**src/rtl/tmr_pkg.sv**
```systemverilog
// trackball motion report: shared types, constants and the speed curve
// used by the controller, the datapath, the top level and the port checker
// no dependencies
package tmr_pkg;

  // field widths
  localparam int DELTA_W    = 9;
  localparam int CODE_W     = 8;
  localparam int REQ_W      = 2;
  localparam int MOVE_W     = 12;
  localparam int SCROLL_W   = 9;
  localparam int EVT_W      = 2;
  localparam int SPEED_W    = 7;
  localparam int FACTOR_W   = 5;
  localparam int CFG_ADDR_W = 3;
  localparam int CFG_DATA_W = 5;

  // stream word widths, padded to whole bytes
  localparam int IN_DATA_W  = 32;
  localparam int OUT_DATA_W = 48;

  // output word field positions
  localparam int OUT_VALID_LSB  = 0;
  localparam int OUT_MOVE_X_LSB = 1;
  localparam int OUT_MOVE_Y_LSB = 13;
  localparam int OUT_SCR_X_LSB  = 25;
  localparam int OUT_SCR_Y_LSB  = 34;
  localparam int OUT_EVT_LSB    = 43;
  localparam int OUT_MODE_LSB   = 45;
  localparam int OUT_USED_W     = 46;

  // scroll divider: dividend magnitude bits, bits resolved per cycle
  localparam int DIV_W     = 10;
  localparam int DIV_STEP  = 5;
  localparam int DIV_STEPS = DIV_W / DIV_STEP;
  localparam int DIV_CNT_W = (DIV_STEPS > 1) ? $clog2(DIV_STEPS) : 1;

  // button codes and limits
  localparam logic [CODE_W-1:0]   CODE_PRESS      = 8'h80;
  localparam logic [CODE_W-1:0]   CODE_RELEASE    = 8'h01;
  localparam logic [FACTOR_W-1:0] SPEED_GAIN_MAX  = 5'd16;
  localparam logic [SPEED_W-1:0]  SPEED_SAT       = 7'd127;
  localparam logic [SCROLL_W-1:0] SCROLL_POS_MAX  = 9'd255;

  // register map
  typedef enum logic [CFG_ADDR_W-1:0] {
    CFG_SPEED_GAIN      = 3'd0,
    CFG_INVERT_MOVE_X   = 3'd1,
    CFG_INVERT_MOVE_Y   = 3'd2,
    CFG_WHEEL_DIV       = 3'd3,
    CFG_INVERT_SCROLL_X = 3'd4,
    CFG_INVERT_SCROLL_Y = 3'd5,
    CFG_AXIS_XCHG       = 3'd6,
    CFG_START_MODE      = 3'd7
  } cfg_idx_t;

  typedef enum logic [REQ_W-1:0] {
    REQ_MOVE   = 2'd0,
    REQ_SCROLL = 2'd1,
    REQ_TOGGLE = 2'd2,
    REQ_NONE   = 2'd3
  } mode_req_t;

  typedef enum logic [EVT_W-1:0] {
    EVT_NONE    = 2'd0,
    EVT_PRESS   = 2'd1,
    EVT_RELEASE = 2'd2
  } btn_evt_t;

  typedef enum logic [1:0] {
    ST_IDLE,
    ST_CALC,
    ST_DONE
  } state_t;

  // controller to datapath
  typedef struct packed {
    logic load;
    logic step;
    logic emit;
  } dp_cmd_t;

  // datapath to controller
  typedef struct packed {
    logic out_free;
  } dp_stat_t;

  // pointer speed curve over the delta magnitude
  function automatic logic [SPEED_W-1:0] speed_lut(input logic [DELTA_W-1:0] mag);
    logic [SPEED_W-1:0] r;
    case (mag)
      9'd0:    r = 7'd0;
      9'd1:    r = 7'd1;
      9'd2:    r = 7'd4;
      9'd3:    r = 7'd8;
      9'd4:    r = 7'd18;
      9'd5:    r = 7'd32;
      9'd6:    r = 7'd50;
      9'd7:    r = 7'd72;
      9'd8:    r = 7'd98;
      default: r = SPEED_SAT;
    endcase
    return r;
  endfunction

endpackage

```
**src/rtl/tmr_ctrl.sv**
```systemverilog
// trackball motion report: sequencing state machine
// steps the datapath through load, divide and result hand-off
// depends on tmr_pkg
module tmr_ctrl (
  input  logic              clk,
  input  logic              rst,
  input  logic              s_tvalid,
  output logic              s_tready,
  input  tmr_pkg::dp_stat_t stat,
  output tmr_pkg::dp_cmd_t  cmd
);

  tmr_pkg::state_t                state;
  tmr_pkg::state_t                state_next;
  logic [tmr_pkg::DIV_CNT_W-1:0]  cnt;
  logic                           last_step;

  assign last_step = (cnt == tmr_pkg::DIV_CNT_W'(tmr_pkg::DIV_STEPS - 1));

  // state and divide step counter
  always_ff @(posedge clk) begin
    if (rst) begin
      state <= tmr_pkg::ST_IDLE;
      cnt   <= '0;
    end else begin
      state <= state_next;
      if (state == tmr_pkg::ST_CALC) begin
        cnt <= cnt + 1'b1;
      end else begin
        cnt <= '0;
      end
    end
  end

  // next state
  always_comb begin
    state_next = state;
    unique case (state)
      tmr_pkg::ST_IDLE: begin
        if (s_tvalid) state_next = tmr_pkg::ST_CALC;
      end
      tmr_pkg::ST_CALC: begin
        if (last_step) state_next = tmr_pkg::ST_DONE;
      end
      tmr_pkg::ST_DONE: begin
        if (stat.out_free) state_next = tmr_pkg::ST_IDLE;
      end
      default: state_next = tmr_pkg::ST_IDLE;
    endcase
  end

  // commands
  always_comb begin
    s_tready = 1'b0;
    cmd      = '0;
    unique case (state)
      tmr_pkg::ST_IDLE: begin
        s_tready = 1'b1;
        cmd.load = s_tvalid;
      end
      tmr_pkg::ST_CALC: begin
        cmd.step = 1'b1;
      end
      tmr_pkg::ST_DONE: begin
        cmd.emit = stat.out_free;
      end
      default: begin
        s_tready = 1'b0;
      end
    endcase
  end

endmodule

```
**src/rtl/tmr_dp.sv**
```systemverilog
// trackball motion report: datapath with registers, mode and button flags,
// speed curve, move multiply, two-lane scroll divider and output register
// depends on tmr_pkg
module tmr_dp (
  input  logic                                clk,
  input  logic                                rst,
  input  logic                                cfg_we,
  input  logic [tmr_pkg::CFG_ADDR_W-1:0]      cfg_addr,
  input  logic [tmr_pkg::CFG_DATA_W-1:0]      cfg_data,
  input  logic [tmr_pkg::IN_DATA_W-1:0]       s_tdata,
  input  logic                                s_tuser,
  input  tmr_pkg::dp_cmd_t                    cmd,
  output tmr_pkg::dp_stat_t                   stat,
  output logic                                m_tvalid,
  input  logic                                m_tready,
  output logic [tmr_pkg::OUT_DATA_W-1:0]      m_tdata
);

  typedef struct packed {
    logic [tmr_pkg::DIV_W-1:0]    q;
    logic [tmr_pkg::FACTOR_W-1:0] r;
  } div_st_t;

  // several restoring divide bits on one lane
  function automatic div_st_t div_step(input div_st_t s, input logic [tmr_pkg::FACTOR_W-1:0] d);
    div_st_t                      o;
    logic [tmr_pkg::FACTOR_W:0]   t;
    o = s;
    for (int i = 0; i < tmr_pkg::DIV_STEP; i++) begin
      t   = {o.r, o.q[tmr_pkg::DIV_W-1]};
      o.q = {o.q[tmr_pkg::DIV_W-2:0], 1'b0};
      if (t >= {1'b0, d}) begin
        t      = t - {1'b0, d};
        o.q[0] = 1'b1;
      end
      o.r = t[tmr_pkg::FACTOR_W-1:0];
    end
    return o;
  endfunction

  // configuration registers
  logic [tmr_pkg::FACTOR_W-1:0] speed_gain;
  logic                         inv_move_x;
  logic                         inv_move_y;
  logic [tmr_pkg::FACTOR_W-1:0] wheel_div;
  logic                         inv_scroll_x;
  logic                         inv_scroll_y;
  logic                         axis_xchg;

  // block state
  logic cur_mode;
  logic press_rep;
  logic release_rep;

  // input fields
  logic [tmr_pkg::DELTA_W-1:0] in_dx;
  logic [tmr_pkg::DELTA_W-1:0] in_dy;
  logic [tmr_pkg::CODE_W-1:0]  in_code;
  tmr_pkg::mode_req_t          in_req;
  logic                        in_sample;

  logic [tmr_pkg::DELTA_W-1:0]  ax;
  logic [tmr_pkg::DELTA_W-1:0]  ay;
  logic [tmr_pkg::DELTA_W-1:0]  mag_x;
  logic [tmr_pkg::DELTA_W-1:0]  mag_y;
  logic [tmr_pkg::SPEED_W-1:0]  spd_x;
  logic [tmr_pkg::SPEED_W-1:0]  spd_y;
  logic [tmr_pkg::FACTOR_W-1:0] fmag;
  logic [tmr_pkg::FACTOR_W-1:0] dmag;
  logic                         motion;
  logic                         mode_next;
  tmr_pkg::btn_evt_t            evt_next;

  // item registers
  logic                         r_sample;
  logic                         r_motion;
  logic                         r_mode;
  tmr_pkg::btn_evt_t            r_evt;
  logic signed [7:0]            spx;
  logic signed [7:0]            spy;
  logic signed [5:0]            fx;
  logic signed [5:0]            fy;
  logic                         neg_x;
  logic                         neg_y;
  logic [tmr_pkg::FACTOR_W-1:0] div_d;
  div_st_t                      lane_x;
  div_st_t                      lane_y;

  // result logic
  logic signed [13:0]            prod_x;
  logic signed [13:0]            prod_y;
  logic [tmr_pkg::SCROLL_W-1:0]  qmag_x;
  logic [tmr_pkg::SCROLL_W-1:0]  qmag_y;
  logic [tmr_pkg::SCROLL_W-1:0]  scr_x;
  logic [tmr_pkg::SCROLL_W-1:0]  scr_y;
  logic [tmr_pkg::MOVE_W-1:0]    mov_x;
  logic [tmr_pkg::MOVE_W-1:0]    mov_y;
  logic                          report;
  logic                          do_move;
  logic                          do_scroll;

  // unpack the input word
  assign in_dx     = s_tdata[8:0];
  assign in_dy     = s_tdata[17:9];
  assign in_code   = s_tdata[25:18];
  assign in_req    = tmr_pkg::mode_req_t'(s_tdata[27:26]);
  assign in_sample = ~s_tuser;

  // axis swap, magnitudes and speed curve
  assign ax     = axis_xchg ? in_dy : in_dx;
  assign ay     = axis_xchg ? in_dx : in_dy;
  assign mag_x  = ax[8] ? (~ax + 9'd1) : ax;
  assign mag_y  = ay[8] ? (~ay + 9'd1) : ay;
  assign spd_x  = tmr_pkg::speed_lut(mag_x);
  assign spd_y  = tmr_pkg::speed_lut(mag_y);
  assign motion = (in_dx != '0) || (in_dy != '0);
  assign fmag   = (speed_gain > tmr_pkg::SPEED_GAIN_MAX) ? tmr_pkg::SPEED_GAIN_MAX
                                                         : speed_gain;
  assign dmag   = (wheel_div == '0) ? 5'd1 : wheel_div;

  // mode request decode
  always_comb begin
    mode_next = cur_mode;
    if (!in_sample) begin
      unique case (in_req)
        tmr_pkg::REQ_MOVE:   mode_next = 1'b0;
        tmr_pkg::REQ_SCROLL: mode_next = 1'b1;
        tmr_pkg::REQ_TOGGLE: mode_next = ~cur_mode;
        tmr_pkg::REQ_NONE:   mode_next = cur_mode;
        default:             mode_next = cur_mode;
      endcase
    end
  end

  // button event with repeat suppression
  always_comb begin
    evt_next = tmr_pkg::EVT_NONE;
    if (in_sample && in_code == tmr_pkg::CODE_PRESS && !press_rep) begin
      evt_next = tmr_pkg::EVT_PRESS;
    end else if (in_sample && in_code == tmr_pkg::CODE_RELEASE && !release_rep) begin
      evt_next = tmr_pkg::EVT_RELEASE;
    end
  end

  // configuration writes, mode and button flags
  always_ff @(posedge clk) begin
    if (rst) begin
      speed_gain     <= 5'd1;
      inv_move_x     <= 1'b0;
      inv_move_y     <= 1'b0;
      wheel_div      <= 5'd1;
      inv_scroll_x   <= 1'b0;
      inv_scroll_y   <= 1'b0;
      axis_xchg      <= 1'b0;
      cur_mode       <= 1'b0;
      press_rep      <= 1'b0;
      release_rep    <= 1'b0;
    end else begin
      if (cfg_we) begin
        unique case (tmr_pkg::cfg_idx_t'(cfg_addr))
          tmr_pkg::CFG_SPEED_GAIN:      speed_gain     <= cfg_data;
          tmr_pkg::CFG_INVERT_MOVE_X:   inv_move_x     <= cfg_data[0];
          tmr_pkg::CFG_INVERT_MOVE_Y:   inv_move_y     <= cfg_data[0];
          tmr_pkg::CFG_WHEEL_DIV:       wheel_div      <= cfg_data;
          tmr_pkg::CFG_INVERT_SCROLL_X: inv_scroll_x   <= cfg_data[0];
          tmr_pkg::CFG_INVERT_SCROLL_Y: inv_scroll_y   <= cfg_data[0];
          tmr_pkg::CFG_AXIS_XCHG:       axis_xchg      <= cfg_data[0];
          tmr_pkg::CFG_START_MODE:      cur_mode       <= cfg_data[0];
          default:                      axis_xchg      <= axis_xchg;
        endcase
      end else if (cmd.load) begin
        cur_mode <= mode_next;
        if (evt_next == tmr_pkg::EVT_PRESS) begin
          press_rep   <= 1'b1;
          release_rep <= 1'b0;
        end else if (evt_next == tmr_pkg::EVT_RELEASE) begin
          press_rep   <= 1'b0;
          release_rep <= 1'b1;
        end
      end
    end
  end

  // item operands and divider lanes
  always_ff @(posedge clk) begin
    if (cmd.load) begin
      r_sample <= in_sample;
      r_motion <= motion;
      r_mode   <= mode_next;
      r_evt    <= evt_next;
      spx      <= ax[8] ? 8'(~{1'b0, spd_x} + 8'd1) : {1'b0, spd_x};
      spy      <= ay[8] ? 8'(~{1'b0, spd_y} + 8'd1) : {1'b0, spd_y};
      fx       <= inv_move_x ? 6'(~{1'b0, fmag} + 6'd1) : {1'b0, fmag};
      fy       <= inv_move_y ? 6'(~{1'b0, fmag} + 6'd1) : {1'b0, fmag};
      neg_x    <= ax[8] ^ inv_scroll_x;
      neg_y    <= ay[8] ^ ~inv_scroll_y;
      div_d    <= dmag;
      lane_x   <= '{q: {1'b0, mag_x}, r: '0};
      lane_y   <= '{q: {1'b0, mag_y}, r: '0};
    end else if (cmd.step) begin
      lane_x <= div_step(lane_x, div_d);
      lane_y <= div_step(lane_y, div_d);
    end
  end

  // move products
  assign prod_x = spx * fx;
  assign prod_y = spy * fy;

  // scroll quotients with sign and positive saturation
  assign qmag_x = (!neg_x && lane_x.q > 10'd255) ? tmr_pkg::SCROLL_POS_MAX : lane_x.q[8:0];
  assign qmag_y = (!neg_y && lane_y.q > 10'd255) ? tmr_pkg::SCROLL_POS_MAX : lane_y.q[8:0];
  assign scr_x  = neg_x ? (~qmag_x + 9'd1) : qmag_x;
  assign scr_y  = neg_y ? (~qmag_y + 9'd1) : qmag_y;

  // result selection
  assign do_move   = r_sample && r_motion && !r_mode;
  assign do_scroll = r_sample && r_motion && r_mode;
  assign report    = r_sample && (r_motion || r_evt != tmr_pkg::EVT_NONE);
  assign mov_x     = do_move ? prod_x[11:0] : '0;
  assign mov_y     = do_move ? prod_y[11:0] : '0;

  // output register
  always_ff @(posedge clk) begin
    if (rst) begin
      m_tvalid <= 1'b0;
    end else if (cmd.emit) begin
      m_tvalid <= 1'b1;
    end else if (m_tready) begin
      m_tvalid <= 1'b0;
    end
  end

  always_ff @(posedge clk) begin
    if (cmd.emit) begin
      m_tdata <= {2'b00, r_mode, r_evt,
                  do_scroll ? scr_y : 9'd0,
                  do_scroll ? scr_x : 9'd0,
                  mov_y, mov_x, report};
    end
  end

  assign stat.out_free = !m_tvalid || m_tready;

endmodule

```
**src/rtl/trackball_motion_report_top.sv**
```systemverilog
// trackball motion report: top level
// joins the controller (tmr_ctrl) and the datapath (tmr_dp); uses tmr_pkg
//
//  channel  | direction | handshake          | word contents (lsb first)
//  ---------+-----------+--------------------+---------------------------------
//  s_*      | in        | s_tvalid/s_tready  | tdata: delta_x, delta_y,
//           |           |                    | button_code, mode_request; tuser: operation
//  m_*      | out       | m_tvalid/m_tready  | tdata: report_valid, move_x, move_y,
//           |           |                    | scroll_x, scroll_y, button_event, mode
//  cfg_*    | in        | cfg_we, no stall   | register index and data
//
// a word is accepted, then resolved by the scroll divider (five quotient bits per
// cycle on both axes), and then loads the output register. the next word is taken
// while a result still waits in the output register; a stalled output holds the
// block in its done state. rst is synchronous and returns the configuration
// registers, the mode and the button flags to their reset values.
module trackball_motion_report_top (
  input  logic                            clk,
  input  logic                            rst,
  // delta_x, delta_y, button_code, mode_request
  input  logic [tmr_pkg::IN_DATA_W-1:0]   s_tdata,
  // operation
  input  logic                            s_tuser,
  input  logic                            s_tvalid,
  output logic                            s_tready,
  // report_valid, move_x, move_y, scroll_x, scroll_y, button_event,
  // scroll_mode_active
  output logic [tmr_pkg::OUT_DATA_W-1:0]  m_tdata,
  output logic                            m_tvalid,
  input  logic                            m_tready,
  input  logic                            cfg_we,
  input  logic [tmr_pkg::CFG_ADDR_W-1:0]  cfg_addr,
  input  logic [tmr_pkg::CFG_DATA_W-1:0]  cfg_data
);

  tmr_pkg::dp_cmd_t  cmd;
  tmr_pkg::dp_stat_t stat;

  // sequencer
  tmr_ctrl u_ctrl (
    .clk      (clk),
    .rst      (rst),
    .s_tvalid (s_tvalid),
    .s_tready (s_tready),
    .stat     (stat),
    .cmd      (cmd)
  );

  // datapath
  tmr_dp u_dp (
    .clk      (clk),
    .rst      (rst),
    .cfg_we   (cfg_we),
    .cfg_addr (cfg_addr),
    .cfg_data (cfg_data),
    .s_tdata  (s_tdata),
    .s_tuser  (s_tuser),
    .cmd      (cmd),
    .stat     (stat),
    .m_tvalid (m_tvalid),
    .m_tready (m_tready),
    .m_tdata  (m_tdata)
  );

endmodule

```
**config.mk**
```make
export PLATFORM = sky130hd
export DESIGN_NAME = trackball_motion_report_top
export DESIGN_NICKNAME = d
export VERILOG_FILES = /design/src/rtl/tmr_pkg.sv /design/src/rtl/tmr_ctrl.sv /design/src/rtl/tmr_dp.sv /design/src/rtl/trackball_motion_report_top.sv
export SDC_FILE = /design/constraint.sdc
export NUM_CORES = 1
export LEC_CHECK = 0
export ABC_AREA = 1
export CAP_MARGIN = 10
export CORE_MARGIN = 1
export CORE_UTILIZATION = 70
export DETAILED_ROUTE_END_ITERATION = 10
export DONT_BUFFER_PORTS = 1
export PLACE_DENSITY = 0.95
export SYNTH_ARGS = -nofsm -noshare
export SYNTH_HDL_FRONTEND = slang
export SYNTH_SLANG_ARGS = --single-unit
```
**constraint.sdc**
```tcl
create_clock -name clk -period 21 [get_ports clk]
set_input_delay 4.2 -clock clk [delete_from_list [all_inputs] [get_ports clk]]
set_output_delay 4.2 -clock clk [all_outputs]
set_load 0.1 [all_outputs]
```
==> summary.txt <==
Setup path
  – CP Launch Type: flop
  – Kind of critical path: flop to flop
  – Crit-path slowest cell: a211oi_1
  – R2r startpoint: u_dp.div_d[1]$_SDFFCE_PN0P_
  – Crit path top cell by count: nand2_1
  – Reg2Reg Capture Point: u_dp.lane_y[5]$_DFFE_PP_
  – CP required: 21160 ps
  – CP arrival: 9040 ps
  – Worst reg-to-reg setup slack: 12120 ps
  – CP max FO: 14
  – Worst Reg-to-Reg Cells: 44
  – Crit-path max cell delay: 790 ps
  – CP endpoint kind: flop

Clock network
  – H-tree levels: 4
  – Skew-Pair Late Insertion Delay: 430 ps
  – Root Buffer: clkbuf_16
  – CTS Sinks: 137
  – Setup bufs post-CTS: 0
  – CTS tree: done
  – CTS buffer count: 17
  – Clock transition at path regs: 60 ps
  – Gates resized, CTS repair: 0
  – CTS Hold Bufs: 0
  – Worst-case clock buffer depth: 2

Die
  – Die ar.: 0.0186 sq mm
  – IO Count: 96
  – # rows: 48
  – Core ar.: 0.0175 sq mm
  – Horiz. Die Dim: 136 microns
  – Initial Utilization: 0.724
  – Die H: 136 microns

Finish
  – Final net count: 1812
  – Commonest non-fill, non-tap cells in the layout: nand2_1, inv_1, nor2_1, ha_1, edfxtp_1
  – Most common cell after layout, fill and taps aside: nand2_1
  – Final Util: 0.764
  – Antenna cells: 0
  – Layout cells sized above 1: 0.0884
  – Area Growth Syn to Fin: 5.63%

Detailed routing
  – 1st-iter DRT viols: 1244
  – Remaining antenna violation count: 0
  – Final wirelength: 31600 microns
  – DRC viols: 0
  – Via density: 6.06
  – Initial DRT Pass Iterations: 5
  – WL/cell: 17.2 microns
  – Via count: 11100

Timing
  – Final period util: 0.423
  – Fmax: 113 MHz
  – Final setup viols: 0
  – Final Max Slew Viols: 0
  – Worst slew pin tran: 1110 ps
  – Clock Skews: 10.1 ps
  – Period minus WS final: 8880 ps
  – Count of final hold-check violations: 0
  – Setup TNS: 0 ps
  – RSZ-0062 raised after global routing: false
  – Relative slew slack: 0.261

Hold path
  – Worst hold start: u_dp.release_rep$_SDFFE_PP0P_
  – Worst hold path type: flop to flop
  – Hold Crit Endpoint: u_dp.release_rep$_SDFFE_PP0P_
  – WHS Path Cells: 2

Global route
  – Initial antenna violation count: 0
  – First-pass GRT wire length: 50400 microns
  – Vias in the first global route: 10800
  – Met1 GRT Util: 0.411
  – Most Crowded Layer GR: met2
  – Met3 usage: 0.0708
  – Grt ovf: 0
  – Grt met2 use: 0.591
  – Pin count of the biggest net entering global routing: 43
  – All-Layer GR Usage: 0.349

Synthesis
  – Synth warnings: 0
  – Unique masters post-synth: 54
  – Post-synthesis sequential area ratio: 0.298
  – FFs w/ async S/R, synth: 0
  – Yosys top cell area share: 0.245
  – FF+latch count, synth: 137
  – Synth Flop Type: edfxtp_1
  – Post-Syn Instances: 1601
  – Synth Cell Area: 0.0126 sq mm
  – Area leader, netlist: edfxtp_1
  – Top cells by area, synth: edfxtp_1, nand2_1, fa_1
  – Post-synth EDFFs: 103
  – Avg Cell Area, Syn: 7.90 sq um

Placed design
  – DP HPWL: 22800 microns
  – Port Buffers: 0
  – Gp weighted congestion: 0.923

Run status
  – Status: finished clean

Flow run
  – Max_cap viols: 0
-- metal layers --
layer  share of wire  up-vias
li1                -     5130
met1            0.38     5087
met5               0        -
met4           0.049        0
met3           0.091      165
met2            0.48      715
-- critical path: cells and delay by family, from the launching register on --
family,cells,cell delay [ps]
buf+inv,9,1190
compound gates,8,2310
simple gates,22,2390
flops,1,710
fa+ha+maj,5,1980
-- cells in the mapped netlist (3+ instances only) --
cell type,n
a31oi_1,6
dfxtp_1,34
or2_2,14
nor2_4,8
clkinv_1,3
buf_6,3
nand3_1,97
clkbuf_1,23
fa_1,68
nor2_1,120
nand3_2,11
buf_4,4
xor2_1,30
nor2_2,11
nand2_1,385
ha_1,105
o211ai_1,5
inv_1,264
o21ai_2,13
nand3b_1,9
edfxtp_1,103
inv_2,19
a211oi_1,6
o21ai_0,72
o21ai_1,12
o22ai_1,7
nand3_4,8
a21oi_1,60
nand2_2,8
nor3_1,25
nor4_1,5
nand2_4,5
xnor2_1,23
nand4_1,8
-- logic make-up (layout without fill, tap and decap cells) --
family	Yosys count	count (layout)	synth area share
buffers and inverters	319	323	0.0993
AO/OA/AOI/OAI	193	193	0.0877
adder cells (fa/ha/maj)	173	173	0.212
other	1	2	0.000297
XOR/XNOR	55	55	0.0393
flip-flops	137	137	0.298
AND/OR/NAND/NOR	723	723	0.263
-- flip-flops by register name, indices dropped and copies added (netlist names), 2 cells and up --
register / flops
u_dp.lane_y: 15
u_dp.r_evt: 2
u_dp.m_tdata: 46
u_dp.fy: 6
u_dp.fx: 5
u_dp.lane_x: 15
u_ctrl.state: 2
u_dp.div_d: 5
u_dp.speed_gain: 5
u_dp.spx: 8
u_dp.spy: 8
u_dp.wheel_div: 5
-- per-stage QoR --
step | area, sq um | instances | hold WS, ps | worst slack (ps)
after global routing | 13400 | 1831 | 460 | 11530
after detailed placement | 12800 | 1799 | 439 | 12520
after global placement | 12800 | 1799 | 432 | 12710
final | 13400 | 1831 | 451 | 12120
after CTS | 13400 | 1831 | 454 | 12310
after floorplan | 12600 | 1602 | 421 | 13100
-- how the worst max path moves through the flow --
stage                           startpoint                        end  slack (ps)  cells after the start
4_1_cts        u_dp.div_d[1]$_SDFFCE_PN0P_   u_dp.lane_y[5]$_DFFE_PP_       12310                     44
3_5_place_dp   u_dp.div_d[1]$_SDFFCE_PN0P_   u_dp.lane_y[5]$_DFFE_PP_       12520                     44
2_1_floorplan                     m_tready  u_dp.m_tdata[0]$_DFFE_PP_       13100                      2
6_report       u_dp.div_d[1]$_SDFFCE_PN0P_   u_dp.lane_y[5]$_DFFE_PP_       12120                     44
3_3_place_gp   u_dp.div_d[1]$_SDFFCE_PN0P_   u_dp.lane_y[5]$_DFFE_PP_       12710                     44
5_1_grt        u_dp.div_d[1]$_SDFFCE_PN0P_   u_dp.lane_y[5]$_DFFE_PP_       11530                     44
-- area by class of cell --
class | instances | area [sq um]
sequential | 137 | 3770
timing repair buffer | 5 | 37.5
tap | 225 | 282
multi-input combinational | 1146 | 7630
clock inverter | 12 | 118
fill | 1085 | 4120
clock buffer | 20 | 447
inverter | 286 | 1070
Power is not shown: default switching activity piles up to over one toggle a cycle in this logic, so the estimate is an artifact.
